**src/rtl/sbh_pkg.sv**
```systemverilog
// shared types, constants and round functions of the sha-256 byte stream hasher
package sbh_pkg;

	localparam int BlockBytes   = 64;
	localparam int BlockWords   = BlockBytes / 4;
	localparam int NumRounds    = 64;
	localparam int LengthOffset = 56;
	localparam int DigestWords  = 8;

	localparam logic [7:0] PadMark = 8'h80;

	typedef logic [DigestWords-1:0][31:0] wv_t;

	localparam wv_t InitChain = {
		32'h5be0cd19, 32'h1f83d9ab, 32'h9b05688c, 32'h510e527f,
		32'ha54ff53a, 32'h3c6ef372, 32'hbb67ae85, 32'h6a09e667
	};

	// schedule inputs for one round
	typedef struct packed {
		logic        use_mem;
		logic [31:0] w_mem;
		logic [31:0] w16;
		logic [31:0] w15;
		logic [31:0] w7;
		logic [31:0] w2;
	} sched_taps_t;

	function automatic logic [31:0] ror32(input logic [31:0] x, input int n);
		return (x >> n) | (x << (32 - n));
	endfunction

	function automatic logic [31:0] sig0(input logic [31:0] x);
		return ror32(x, 7) ^ ror32(x, 18) ^ (x >> 3);
	endfunction

	function automatic logic [31:0] sig1(input logic [31:0] x);
		return ror32(x, 17) ^ ror32(x, 19) ^ (x >> 10);
	endfunction

	function automatic logic [31:0] ep0(input logic [31:0] x);
		return ror32(x, 2) ^ ror32(x, 13) ^ ror32(x, 22);
	endfunction

	function automatic logic [31:0] ep1(input logic [31:0] x);
		return ror32(x, 6) ^ ror32(x, 11) ^ ror32(x, 25);
	endfunction

	function automatic logic [31:0] round_k(input logic [5:0] r);
		logic [31:0] k;
		case (r)
			6'd0:  k = 32'h428a2f98;
			6'd1:  k = 32'h71374491;
			6'd2:  k = 32'hb5c0fbcf;
			6'd3:  k = 32'he9b5dba5;
			6'd4:  k = 32'h3956c25b;
			6'd5:  k = 32'h59f111f1;
			6'd6:  k = 32'h923f82a4;
			6'd7:  k = 32'hab1c5ed5;
			6'd8:  k = 32'hd807aa98;
			6'd9:  k = 32'h12835b01;
			6'd10: k = 32'h243185be;
			6'd11: k = 32'h550c7dc3;
			6'd12: k = 32'h72be5d74;
			6'd13: k = 32'h80deb1fe;
			6'd14: k = 32'h9bdc06a7;
			6'd15: k = 32'hc19bf174;
			6'd16: k = 32'he49b69c1;
			6'd17: k = 32'hefbe4786;
			6'd18: k = 32'h0fc19dc6;
			6'd19: k = 32'h240ca1cc;
			6'd20: k = 32'h2de92c6f;
			6'd21: k = 32'h4a7484aa;
			6'd22: k = 32'h5cb0a9dc;
			6'd23: k = 32'h76f988da;
			6'd24: k = 32'h983e5152;
			6'd25: k = 32'ha831c66d;
			6'd26: k = 32'hb00327c8;
			6'd27: k = 32'hbf597fc7;
			6'd28: k = 32'hc6e00bf3;
			6'd29: k = 32'hd5a79147;
			6'd30: k = 32'h06ca6351;
			6'd31: k = 32'h14292967;
			6'd32: k = 32'h27b70a85;
			6'd33: k = 32'h2e1b2138;
			6'd34: k = 32'h4d2c6dfc;
			6'd35: k = 32'h53380d13;
			6'd36: k = 32'h650a7354;
			6'd37: k = 32'h766a0abb;
			6'd38: k = 32'h81c2c92e;
			6'd39: k = 32'h92722c85;
			6'd40: k = 32'ha2bfe8a1;
			6'd41: k = 32'ha81a664b;
			6'd42: k = 32'hc24b8b70;
			6'd43: k = 32'hc76c51a3;
			6'd44: k = 32'hd192e819;
			6'd45: k = 32'hd6990624;
			6'd46: k = 32'hf40e3585;
			6'd47: k = 32'h106aa070;
			6'd48: k = 32'h19a4c116;
			6'd49: k = 32'h1e376c08;
			6'd50: k = 32'h2748774c;
			6'd51: k = 32'h34b0bcb5;
			6'd52: k = 32'h391c0cb3;
			6'd53: k = 32'h4ed8aa4a;
			6'd54: k = 32'h5b9cca4f;
			6'd55: k = 32'h682e6ff3;
			6'd56: k = 32'h748f82ee;
			6'd57: k = 32'h78a5636f;
			6'd58: k = 32'h84c87814;
			6'd59: k = 32'h8cc70208;
			6'd60: k = 32'h90befffa;
			6'd61: k = 32'ha4506ceb;
			6'd62: k = 32'hbef9a3f7;
			default: k = 32'hc67178f2;
		endcase
		return k;
	endfunction

endpackage

```
**src/rtl/sbh_intf.sv**
```systemverilog
// handshake channels of the sha-256 byte stream hasher
interface sbh_msg_if;
	logic       valid;
	logic       ready;
	logic [7:0] data_byte;
	logic       has_byte;
	logic       end_of_message;

	modport source(output valid, data_byte, has_byte, end_of_message, input ready);
	modport sink(input valid, data_byte, has_byte, end_of_message, output ready);
endinterface

interface sbh_digest_if;
	logic        valid;
	logic        ready;
	logic [31:0] digest_word;
	logic [2:0]  word_index;
	logic        last_word;

	modport source(output valid, digest_word, word_index, last_word, input ready);
	modport sink(input valid, digest_word, word_index, last_word, output ready);
endinterface

```
**src/rtl/sbh_round.sv**
```systemverilog
// one sha-256 round: message schedule word and working variable update
module sbh_round import sbh_pkg::*; (
	input  wv_t         wv,
	input  sched_taps_t taps,
	input  logic [31:0] k,
	output logic [31:0] sched,
	output wv_t         wv_next
);

	logic [31:0] sum1;
	logic [31:0] sum2;
	logic [31:0] choose;
	logic [31:0] major;

	always_comb begin
		if (taps.use_mem) begin
			sched = taps.w_mem;
		end else begin
			sched = taps.w16 + sig0(taps.w15) + taps.w7 + sig1(taps.w2);
		end
		choose = (wv[4] & wv[5]) ^ (~wv[4] & wv[6]);
		major  = (wv[0] & wv[1]) ^ (wv[0] & wv[2]) ^ (wv[1] & wv[2]);
		sum1   = wv[7] + ep1(wv[4]) + choose + k + sched;
		sum2   = ep0(wv[0]) + major;
		wv_next    = wv;
		wv_next[7] = wv[6];
		wv_next[6] = wv[5];
		wv_next[5] = wv[4];
		wv_next[4] = wv[3] + sum1;
		wv_next[3] = wv[2];
		wv_next[2] = wv[1];
		wv_next[1] = wv[0];
		wv_next[0] = sum1 + sum2;
	end

endmodule

```
**src/rtl/sha256_byte_stream_hasher.sv**
```systemverilog
// sha-256 hasher over a byte stream: block buffer memory, round engine, digest output
//
// msg channel: one word per handshake, carrying data_byte, has_byte and
// end_of_message. a word with has_byte set appends its byte; a word with
// end_of_message set closes the message (after its byte, if any). an end with
// no byte at all gives the digest of the empty message.
// digest channel: eight 32-bit digest words per message, most significant
// first, word_index counting 0..7 and last_word set on the eighth.
// a byte that does not complete a 64-byte block is taken without a stall;
// the 64th byte starts a compression (a load step, 64 rounds of the single
// round unit, a fold into the chaining value), during which msg.ready is
// low. the end of a message appends the padding bytes (9 to 72 bytes) with
// one or two compressions, then hands out the digest words.
// after reset the chaining value holds the initial hash, length and fill are
// zero and the block takes bytes at once; after each digest it returns there.
// the digest words sit in an output register: a stalled receiver holds the
// block only when the next digest is ready to be handed over.
module sha256_byte_stream_hasher import sbh_pkg::*; (
	input  logic         clk,
	input  logic         arst_n,
	sbh_msg_if.sink      msg,
	sbh_digest_if.source digest
);

	typedef enum logic [2:0] {
		ST_IDLE,
		ST_PAD,
		ST_LOAD,
		ST_ROUND,
		ST_FOLD,
		ST_OUT
	} state_t;

	state_t      state_q;
	logic [5:0]  fill_q;
	logic [63:0] len_q;
	logic [5:0]  rnd_q;
	logic [2:0]  oidx_q;
	logic        end_pend_q;
	logic        mark_q;
	logic        wrap_q;
	logic        fin_q;
	wv_t         chain_q;
	logic        out_valid_q;
	logic [31:0] out_word_q;
	logic [2:0]  out_index_q;
	logic        out_last_q;

	// block buffer, later reused as nothing else: the schedule lives in win_q
	logic [31:0] buf_mem [BlockWords];
	logic [31:0] rd_s1;
	logic [23:0] acc_q;
	logic [31:0] win_q [BlockWords];
	wv_t         wv_q;

	logic        msg_acc;
	logic        push_en;
	logic [7:0]  push_byte;
	logic [7:0]  pad_byte;
	logic [2:0]  len_sel;
	logic [7:0]  len_byte;
	logic [3:0]  rd_addr;
	logic        out_free;
	sched_taps_t taps;
	logic [31:0] sched;
	wv_t         wv_next;

	assign msg.ready = (state_q == ST_IDLE);
	assign msg_acc   = msg.valid && msg.ready;

	// length bytes go out big-endian at offsets 56..63
	assign len_sel  = ~fill_q[2:0];
	assign len_byte = len_q[{len_sel, 3'b000} +: 8];

	always_comb begin
		if (!mark_q) begin
			pad_byte = PadMark;
		end else if (!wrap_q && (fill_q >= 6'(LengthOffset))) begin
			pad_byte = len_byte;
		end else begin
			pad_byte = 8'h00;
		end
	end

	assign push_en   = (msg_acc && msg.has_byte) || (state_q == ST_PAD);
	assign push_byte = (state_q == ST_PAD) ? pad_byte : msg.data_byte;

	assign rd_addr  = (state_q == ST_ROUND) ? (rnd_q[3:0] + 4'd1) : 4'd0;
	assign out_free = !out_valid_q || digest.ready;

	assign taps.use_mem = (rnd_q < 6'(BlockWords));
	assign taps.w_mem   = rd_s1;
	assign taps.w16     = win_q[0];
	assign taps.w15     = win_q[1];
	assign taps.w7      = win_q[9];
	assign taps.w2      = win_q[14];

	sbh_round u_round (
		.wv      (wv_q),
		.taps    (taps),
		.k       (round_k(rnd_q)),
		.sched   (sched),
		.wv_next (wv_next)
	);

	// buffer memory, schedule window and working variables
	always_ff @(posedge clk) begin
		rd_s1 <= buf_mem[rd_addr];
		if (push_en) begin
			acc_q <= {acc_q[15:0], push_byte};
			if (fill_q[1:0] == 2'd3) begin
				buf_mem[fill_q[5:2]] <= {acc_q, push_byte};
			end
		end
		if (state_q == ST_LOAD) begin
			wv_q <= chain_q;
		end else if (state_q == ST_ROUND) begin
			wv_q <= wv_next;
			for (int i = 0; i < BlockWords - 1; i++) begin
				win_q[i] <= win_q[i+1];
			end
			win_q[BlockWords-1] <= sched;
		end
	end

	always_ff @(posedge clk or negedge arst_n) begin
		if (!arst_n) begin
			state_q     <= ST_IDLE;
			fill_q      <= '0;
			len_q       <= '0;
			rnd_q       <= '0;
			oidx_q      <= '0;
			end_pend_q  <= 1'b0;
			mark_q      <= 1'b0;
			wrap_q      <= 1'b0;
			fin_q       <= 1'b0;
			chain_q     <= InitChain;
			out_valid_q <= 1'b0;
			out_word_q  <= '0;
			out_index_q <= '0;
			out_last_q  <= 1'b0;
		end else begin
			if ((state_q == ST_OUT) && out_free) begin
				out_valid_q <= 1'b1;
			end else if (digest.ready) begin
				out_valid_q <= 1'b0;
			end
			if (push_en) begin
				fill_q <= fill_q + 6'd1;
			end
			unique case (state_q)
				ST_IDLE: begin
					if (msg_acc) begin
						end_pend_q <= msg.end_of_message;
						if (msg.has_byte) begin
							len_q <= len_q + 64'd8;
						end
						if (msg.has_byte && (fill_q == 6'(BlockBytes - 1))) begin
							state_q <= ST_LOAD;
						end else if (msg.end_of_message) begin
							state_q <= ST_PAD;
						end
					end
				end
				ST_PAD: begin
					if (!mark_q) begin
						mark_q <= 1'b1;
						// mark at or past the length offset: this block is zero-filled, a further block holds the length
						wrap_q <= (fill_q >= 6'(LengthOffset));
					end else if (!wrap_q && (fill_q == 6'(BlockBytes - 1))) begin
						fin_q <= 1'b1;
					end
					if (fill_q == 6'(BlockBytes - 1)) begin
						state_q <= ST_LOAD;
					end
				end
				ST_LOAD: begin
					rnd_q   <= '0;
					state_q <= ST_ROUND;
				end
				ST_ROUND: begin
					rnd_q <= rnd_q + 6'd1;
					if (rnd_q == 6'(NumRounds - 1)) begin
						state_q <= ST_FOLD;
					end
				end
				ST_FOLD: begin
					for (int i = 0; i < DigestWords; i++) begin
						chain_q[i] <= chain_q[i] + wv_q[i];
					end
					wrap_q <= 1'b0;
					oidx_q <= '0;
					if (fin_q) begin
						state_q <= ST_OUT;
					end else if (end_pend_q) begin
						state_q <= ST_PAD;
					end else begin
						state_q <= ST_IDLE;
					end
				end
				ST_OUT: begin
					if (out_free) begin
						out_word_q  <= chain_q[oidx_q];
						out_index_q <= oidx_q;
						out_last_q  <= (oidx_q == 3'(DigestWords - 1));
						oidx_q      <= oidx_q + 3'd1;
						if (oidx_q == 3'(DigestWords - 1)) begin
							chain_q    <= InitChain;
							len_q      <= '0;
							end_pend_q <= 1'b0;
							mark_q     <= 1'b0;
							fin_q      <= 1'b0;
							state_q    <= ST_IDLE;
						end
					end
				end
				default: state_q <= ST_IDLE;
			endcase
		end
	end

	assign digest.valid       = out_valid_q;
	assign digest.digest_word = out_word_q;
	assign digest.word_index  = out_index_q;
	assign digest.last_word   = out_last_q;

	a_round_to_fold: assert property (@(posedge clk) disable iff (!arst_n)
		(state_q == ST_ROUND) && (rnd_q == 6'(NumRounds - 1)) |=> (state_q == ST_FOLD))
		else $error("compression did not end after the last round");

	a_out_fill_zero: assert property (@(posedge clk) disable iff (!arst_n)
		(state_q == ST_OUT) |-> (fill_q == '0))
		else $error("digest output with a partly filled block");

	a_last_index: assert property (@(posedge clk) disable iff (!arst_n)
		digest.valid && digest.last_word |-> (digest.word_index == 3'(DigestWords - 1)))
		else $error("last digest word at wrong index");

	a_end_pending: assert property (@(posedge clk) disable iff (!arst_n)
		msg_acc && msg.end_of_message |=> end_pend_q)
		else $error("end of message not recorded");

	a_fin_needs_mark: assert property (@(posedge clk) disable iff (!arst_n)
		fin_q |-> mark_q)
		else $error("final block flagged before the pad mark");

endmodule

```
**src/flat_wrapper.sv**
```systemverilog
// flat-port wrapper written by rule: the top's interface ports become plain ports
module sha256_byte_stream_hasher_flat import sbh_pkg::*;
  (clk, arst_n, msg_valid, msg_data_byte, msg_has_byte, msg_end_of_message, msg_ready, digest_valid, digest_digest_word, digest_word_index, digest_last_word, digest_ready);
  sbh_msg_if msg_i ();
  sbh_digest_if digest_i ();
  input  logic clk;
  input  logic arst_n;
  input wire logic [$bits(msg_i.valid)-1:0] msg_valid;
  input wire logic [$bits(msg_i.data_byte)-1:0] msg_data_byte;
  input wire logic [$bits(msg_i.has_byte)-1:0] msg_has_byte;
  input wire logic [$bits(msg_i.end_of_message)-1:0] msg_end_of_message;
  output wire logic [$bits(msg_i.ready)-1:0] msg_ready;
  output wire logic [$bits(digest_i.valid)-1:0] digest_valid;
  output wire logic [$bits(digest_i.digest_word)-1:0] digest_digest_word;
  output wire logic [$bits(digest_i.word_index)-1:0] digest_word_index;
  output wire logic [$bits(digest_i.last_word)-1:0] digest_last_word;
  input wire logic [$bits(digest_i.ready)-1:0] digest_ready;
  assign msg_i.valid = msg_valid;
  assign msg_i.data_byte = msg_data_byte;
  assign msg_i.has_byte = msg_has_byte;
  assign msg_i.end_of_message = msg_end_of_message;
  assign msg_ready = msg_i.ready;
  assign digest_valid = digest_i.valid;
  assign digest_digest_word = digest_i.digest_word;
  assign digest_word_index = digest_i.word_index;
  assign digest_last_word = digest_i.last_word;
  assign digest_i.ready = digest_ready;
  sha256_byte_stream_hasher u_core (.clk(clk), .arst_n(arst_n), .msg(msg_i), .digest(digest_i));
endmodule
```
**config.mk**
```make
export PLATFORM = sky130hd
export DESIGN_NAME = sha256_byte_stream_hasher_flat
export DESIGN_NICKNAME = d
export VERILOG_FILES = /design/src/rtl/sbh_pkg.sv /design/src/rtl/sbh_intf.sv /design/src/rtl/sbh_round.sv /design/src/rtl/sha256_byte_stream_hasher.sv /design/src/flat_wrapper.sv
export SDC_FILE = /design/constraint.sdc
export NUM_CORES = 2
export LEC_CHECK = 0
export BUFFER_PORTS_ARGS = -buffer_cell sky130_fd_sc_hd__buf_2
export CORE_ASPECT_RATIO = 1.75
export CORE_UTILIZATION = 35
export DETAILED_ROUTE_END_ITERATION = 16
export HOLD_SLACK_MARGIN = 0.1
export PLACE_DENSITY = 0.52
export SYNTH_ARGS = -nofsm -noshare
export SYNTH_HDL_FRONTEND = slang
export SYNTH_SLANG_ARGS = --single-unit
```
**constraint.sdc**
```tcl
create_clock -name clk -period 24.7 [get_ports clk]
set_input_delay 2.47 -clock clk [delete_from_list [all_inputs] [get_ports clk]]
set_output_delay 2.47 -clock clk [all_outputs]
set_load 0.02 [all_outputs]
```
* Word level (Yosys, flattened, before mapping)
Memory sizes are Yosys's and may differ from the RTL's. A register that Yosys moved wholly into a read port is not among the register bits.
Cells that the tools add are included.
Widths: inputs -> output; s select.
** Cells by class
- Add/sub/neg operators :: 23
- $lt $le $gt $ge :: 3
- Shift-type cells :: 1
- Equal/unequal tests :: 19
- Bitwise operators :: 28
- Mux-type cells :: 48
- Reduce and logical (&&, ||, !) cells :: 26
** Operators by type and width (count)
- $mux 256 :: 4
- $add 32x32->32 :: 18
- $pmux 256 s2 :: 1
- $xor 32x32->32 :: 9
- $mux 64 :: 4
- $and 32x32->32 :: 5
- $pmux 64 s2 :: 1
- $bmux 32 s3 :: 1
- $add 64x4->64 const B :: 1
- $mux 32 :: 2
- $shiftx 64x7->8 :: 1
- $not 32->32 :: 1
- $or 10x32->32 :: 1
- $or 13x32->32 :: 1
- $or 14x32->32 :: 1
- $or 15x32->32 :: 1
- $or 19x32->32 :: 1
- $or 21x32->32 :: 1
- $or 25x32->32 :: 1
- $or 26x32->32 :: 1
- $or 30x32->32 :: 1
- $or 7x32->32 :: 1
- $xor 32x22->32 :: 1
- $xor 32x29->32 :: 1
- other kinds (33) :: 88
** Word-level totals
- Bits in read-only memories :: 2048
- Logic and storage cells :: 181
- Bits of input ports :: 14
- Register bits :: 659
- Output and inout port bits :: 38
- Memory bits (writable) :: 1024
- Memories :: 3
** Memories
- (name not given) :: words 64, width 32, read ports 1, clocked after Yosys merged registers in 0, wr ports 0, RTL line sbh_pkg.sv:51 : case (r)
- u_core.buf_mem :: words 16, width 32, read ports 1, clocked after Yosys merged registers in 1, wr ports 1, RTL line sha256_byte_stream_hasher.sv:50 : logic [31:0] buf_mem [BlockWords];
- u_core.win_q :: words 16, width 32, read ports 16, clocked after Yosys merged registers in 0, wr ports 16, RTL line sha256_byte_stream_hasher.sv:53 : logic [31:0] win_q [BlockWords];

* Longest topological paths before layout
An unclocked memory read counts as a cell.
- Depth in word-level cells :: 12
- Depth in mapped cells :: 44
- Gate-level depth less buffers :: 44

* Modules after synthesis
Synthesis repeated with hierarchy kept, for this count alone.
** Unflattened totals
- Cell total of the unflattened synthesis :: 7926
- Area, all modules :: 94127.8 µm²
** Modules (own cells, without submodules)
- sha256_byte_stream_hasher :: area each 79020.8 µm², seq. area each 49377.4 µm², times used 1, cells an instance 6125
- sbh_round :: area each 15107.0 µm², seq. area each 0.0 µm², times used 1, cells an instance 1801

* Worst setup path before layout
Ideal clock, no wire load.
- Kind :: reg-to-reg
- Start :: reg u_core.state_q[2]
- End :: reg u_core.rd_s1[15] (read register of u_core.buf_mem)
- Clock period less this slack :: 18.625 ns
- Path slack :: 6.075 ns
- Library setup time :: 0.132 ns
- Path buffers :: 3
- Cell stages (with the launch flop) :: 13
- Arrival :: 18.493 ns
- Data required time :: 24.568 ns
- Path through :: dfrtp_1 > buf_6 > nand2b_1 > inv_1 > nand2_1 > inv_1 > nand2_1 > clkbuf_1 > clkbuf_1 > a211oi_1 > a311oi_1 > a311oi_1 > a21oi_1
** On the way
- Word-level cells in the longest chain between the ends :: 2
** Ends and longest elaborated chain
- start: declaration :: RTL line sha256_byte_stream_hasher.sv:34 : state_t state_q;
- start signal: assignment :: RTL line sha256_byte_stream_hasher.sv:128 : state_q <= ST_IDLE;
- start signal: assignment :: RTL line sha256_byte_stream_hasher.sv:159 : state_q <= ST_LOAD;
- start signal: assignment :: RTL line sha256_byte_stream_hasher.sv:161 : state_q <= ST_PAD;
- $eq 3x2->1 :: RTL line sha256_byte_stream_hasher.sv:88 : assign rd_addr = (state_q == ST_ROUND) ? (rnd_q[3:0] + 4'd1) : 4'd0;
- $mux 4 :: RTL line sha256_byte_stream_hasher.sv:88
- end: declaration :: RTL line sha256_byte_stream_hasher.sv:51 : logic [31:0] rd_s1;
No other way between the ends.
A chain may end at the register's enable or synchronous reset.

* Worst setup path in the final report
- Start :: reg u_core.rnd_q[0]
- End :: reg u_core.wv_q[31] (netlist name) (data pin)
** On the way
- Word-level cells in the longest chain between the ends :: 6
- Elaborated cells between the ends (all ways) :: 8
- Classes of those cells :: add/sub: 3; order compare: 1; mux: 3; memory: 1
** Ends and longest elaborated chain
- start: declaration :: RTL line sha256_byte_stream_hasher.sv:37 : logic [5:0] rnd_q;
- start signal: assignment :: RTL line sha256_byte_stream_hasher.sv:182 : rnd_q <= rnd_q + 6'd1;
- $mem_v2 64x32 or $lt 6x5->1 (tied branches)
- $add 32x32->32 or $mux 32 (tied branches) :: RTL line sbh_round.sv:23, sbh_round.sv:16
- $add 32x32->32 * :: RTL line sbh_round.sv:23 : sum1 = wv[7] + ep1(wv[4]) + choose + k + sched;
- $add 32x32->32 * :: RTL line sbh_round.sv:33 : wv_next[0] = sum1 + sum2;
- $mux 256 * :: RTL line sha256_byte_stream_hasher.sv:117 : end else if (state_q == ST_ROUND) begin
- $mux 256 * :: RTL line sha256_byte_stream_hasher.sv:115 : if (state_q == ST_LOAD) begin
- end signal: assignment :: RTL line sha256_byte_stream_hasher.sv:116 : wv_q <= chain_q;
- end signal: assignment :: RTL line sha256_byte_stream_hasher.sv:118 : wv_q <= wv_next;
- end: declaration :: RTL line sha256_byte_stream_hasher.sv:54 : wv_t wv_q;
Mark *: on every way between the ends. The rest lies on a longest branch, timed or not. The select of a mux whose other input is x is not followed.

==> impl_results.md <==
- Pre-antenna DRT Iters: 5
- First-pass GRT wire length: between 400000 and 500000 um
- DP HPWL: roughly 240000 um
- Total gr overflow: 0
- Share of flip-flops with an asynchronous set or reset: approximately 22%
- R2r endpoint: u_core.wv_q[31]
- Final min period: ~11000 ps
- Post-Synth Adder-Cell Area: between 9 and 10%
- Drt drc: 0
- Share of the synthesized area in the top cell type: about 42%
- HP Start: u_core.win_q[1][86]
- Synth area leader: edfxtp_1
- Longest Clk Path Bufs: 4
- Vias: ~65000
- TritonCTS Buffers: between 150 and 200
- Vias per inst: approximately 5.5
- Die area: 0.266 sq mm
- R2R depth: 37
- IO Count: 52
- Clk_lat worst skew: 900 ps
- Largest net degree at the start of global routing: between 100 and 150
- # fillers: approximately 25000
- Ratio of cells with drive above 1 in the final layout: 9.35%
- Compound-Gate Fraction of Synth Area: around an eighth
- Hold-fix buffers at CTS: 0
- Vias in the first global route: 66500
- Hold Fails Final Rpt: 0
- Finish-stage setup viols: 0
- RR Startpoint: u_core.rnd_q[0]
- Most frequent CP cell: a21oi_1
- XOR/XNOR Fraction of Synth Area: 5.94%
- Synthesized area: ~0.09 sq mm
- Post-Route WL: between 300000 and 400000 um
- Clock transition at path regs: approximately 70 ps
- GRT Total Usage: between 20% and 30%
- Crit path from: u_core.rnd_q[0]
- Max Freq: approximately 0.087 GHz
- Synthesis-to-finish area growth: 11.0%
- Chip height: about 700 um
- Row count: between 200 and 250
- Initial antenna violation count: 13
- Multi-input logic area: about 0.040 sq mm
- Setup TNS: 0 ps
- Initial Utilization: a little over a third
- Main combinational cell family by area after synthesis: compound AO/OA/AOI/OAI gates
- Count leader, synth: nand2_1
- Distinct cell type count after synthesis: 97
- Crit start category: flip-flop
- Slew HR: 11.5%
- Syn nets: between 8000 and 9000
- Hold path depth: 0
- Register area share after synthesis: 53.4%
- Worst-path maximum fanout: 29
- CTS tree: done
- RSZ-0062 raised after global routing: no
- Mean Syn Cell Area: between 10 and 15 sq um
- Simple-Gate Fraction of Synth Area: roughly 11%
- H-tree levels: 4
- CP peak stage delay: between 600 and 700 ps
- Commonest cells post-synth: 1326 x nand2_1, 1304 x edfxtp_1, 504 x o21ai_0
- Reg2Reg Setup Slack: between 10000 and 15000 ps
- Mux contribution to synthesized area: under 10%
- Post-route antenna net violation count: 0
- Nets: 8792
- EDFF count, synth: approximately 1300
- Slew Limit Fails: 0
- Status: complete, no violations
- Sink Count: between 1500 and 2000
- Clock Skew: just over 100 ps
- Number of max-cap violations: 0
- Leading post-synthesis cells by cell area: edfxtp_1 42%, dfrtp_1 6.5%, ha_1 5.5%
- Synth Register Bits: approximately 1700
- Placed instance area: approximately 0.097 sq mm
- Synthesized instance count: between 8000 and 9000
- Final Cycle Share: a little under half
- Post_cts resized: 0
- Critical Path Sink: u_core.wv_q[31]
- Setup crit end kind: flip-flop
- Slowest CP cell: dfrtp_2
- Kind of critical path: flip-flop to flip-flop
- Routability cong.: slightly below 1
- Post-CTS setup buffers: 0
- Core area: between 0.2 and 0.3 sq mm
- Die Wd: 390 um
- CTS Root Cell: clkbuf_16
- CP Data Required Time: 25430 ps
- Seq. cell area: just under 0.05 sq mm
- Ys flop type: edfxtp_1
- Arrival @ worst endpoint: 12180 ps
- Yosys warnings: 0
- Worst Hold Class: flip-flop to flip-flop
- Wire length per cell: between 20 and 30 um
- Worst Tran Pin Value: about 1300 ps
- Initial DRC Count: 5416
- Buffers on Ports: 51
- Post-route cell area: roughly 0.10 sq mm
## placed cells by master, fill, tap and decap left out, types with 48 or more instances in the layout
cell type / netlist / routed
o21ai_0: 504 / 495
ha_1: 408 / 407
a311oi_1: 110 / 110
nand3_1: 213 / 213
a31oi_1: 80 / 80
buf_4: 1 / 141
a21o_1: 176 / 176
xnor2_1: 357 / 357
nand2b_1: 73 / 72
o21a_1: 49 / 49
dfstp_2: 136 / 136
o21bai_1: 48 / 48
and3_1: 49 / 48
nor2_1: 391 / 380
a211oi_1: 101 / 101
xor2_1: 265 / 265
mux4_2: 84 / 84
and2_1: 82 / 81
nand2_1: 1326 / 1318
inv_1: 380 / 378
fa_1: 195 / 195
a21oi_1: 468 / 468
buf_2: 0 / 50
dfrtp_1: 240 / 233
mux2i_1: 156 / 156
nor3_1: 122 / 117
clkbuf_16: 0 / 178
edfxtp_1: 1304 / 1304
## kinds of logic (layout without fill, tap and decap cells)
group           Yosys count  after routing
flops                  1712           1712
simple gates           2436           2436
other cells               0             16
mux                     250            250
fa+ha+maj               608            608
compound gates         1791           1791
buf+inv                 790            886
xor+xnor                624            624
## metal layers
layer  share of wire [%]  vias up  GRT usage, %  routed length, um
met1                  34    32900          25.8             116000
met5               0.023        -             0                 77
met2                  52     2164          45.4             175000
met3                 4.0      830          2.88              13600
met4                 9.6       10          20.3              32200
li1                    -    29400             -                  -
## flip-flops by register name (all words and copies together) (netlist names), 6 cells and up
signal and cells:
u_core.fill_q 6, u_core.rd_s1 32, u_core.digest.digest_word 32, u_core.win_q 512
u_core.rnd_q 6, u_core.chain_q 256, u_core.len_q 61, u_core.acc_q 24
u_core.buf_mem 512, u_core.wv_q 256
## through the flow
stage	utilization, %	hold slack, ps	setup WS, ps	cells
after global routing	39.1	398	12760	11800
after CTS	39.0	387	13240	11800
after detailed placement	36.9	405	13280	11500
final	39.1	377	13250	11800
after floorplan	-	400	6070	8211
after global placement	36.9	400	13360	11500
## how the worst min path moves through the flow
stage / to / slack (ps)
global placement: u_core.win_q[0][201] / 400
floorplan: u_core.win_q[0][100] / 400
CTS: u_core.win_q[1][54] / 390
finish: u_core.win_q[1][54] / 380
detailed placement: u_core.win_q[0][100] / 400
global route: u_core.win_q[1][54] / 400
## worst max-delay path, delay by kind of cell, from the launching register on
kind            cells  cell delay [ps]
flops               1              680
fa+ha+maj           8             3530
buf+inv             6             1390
mux                 1              140
compound gates     17             4490
xor+xnor            2              640
simple gates        3              380
## layout make-up
cell class | instances | area share, %
Timing Repair Buffer | 195 | 1.35
Inverter | 384 | 1.42
Multi-Input combinational cell | 5709 | 39.2
Tap cell | 3514 | 4.28
Antenna cell | 16 | 0.0390
Sequential cell | 1712 | 48.1
Clock buffer | 223 | 4.67
Clock inverter | 84 | 0.851
Power is not shown: default switching activity piles up to over one toggle a cycle in this logic, so the estimate is an artifact.
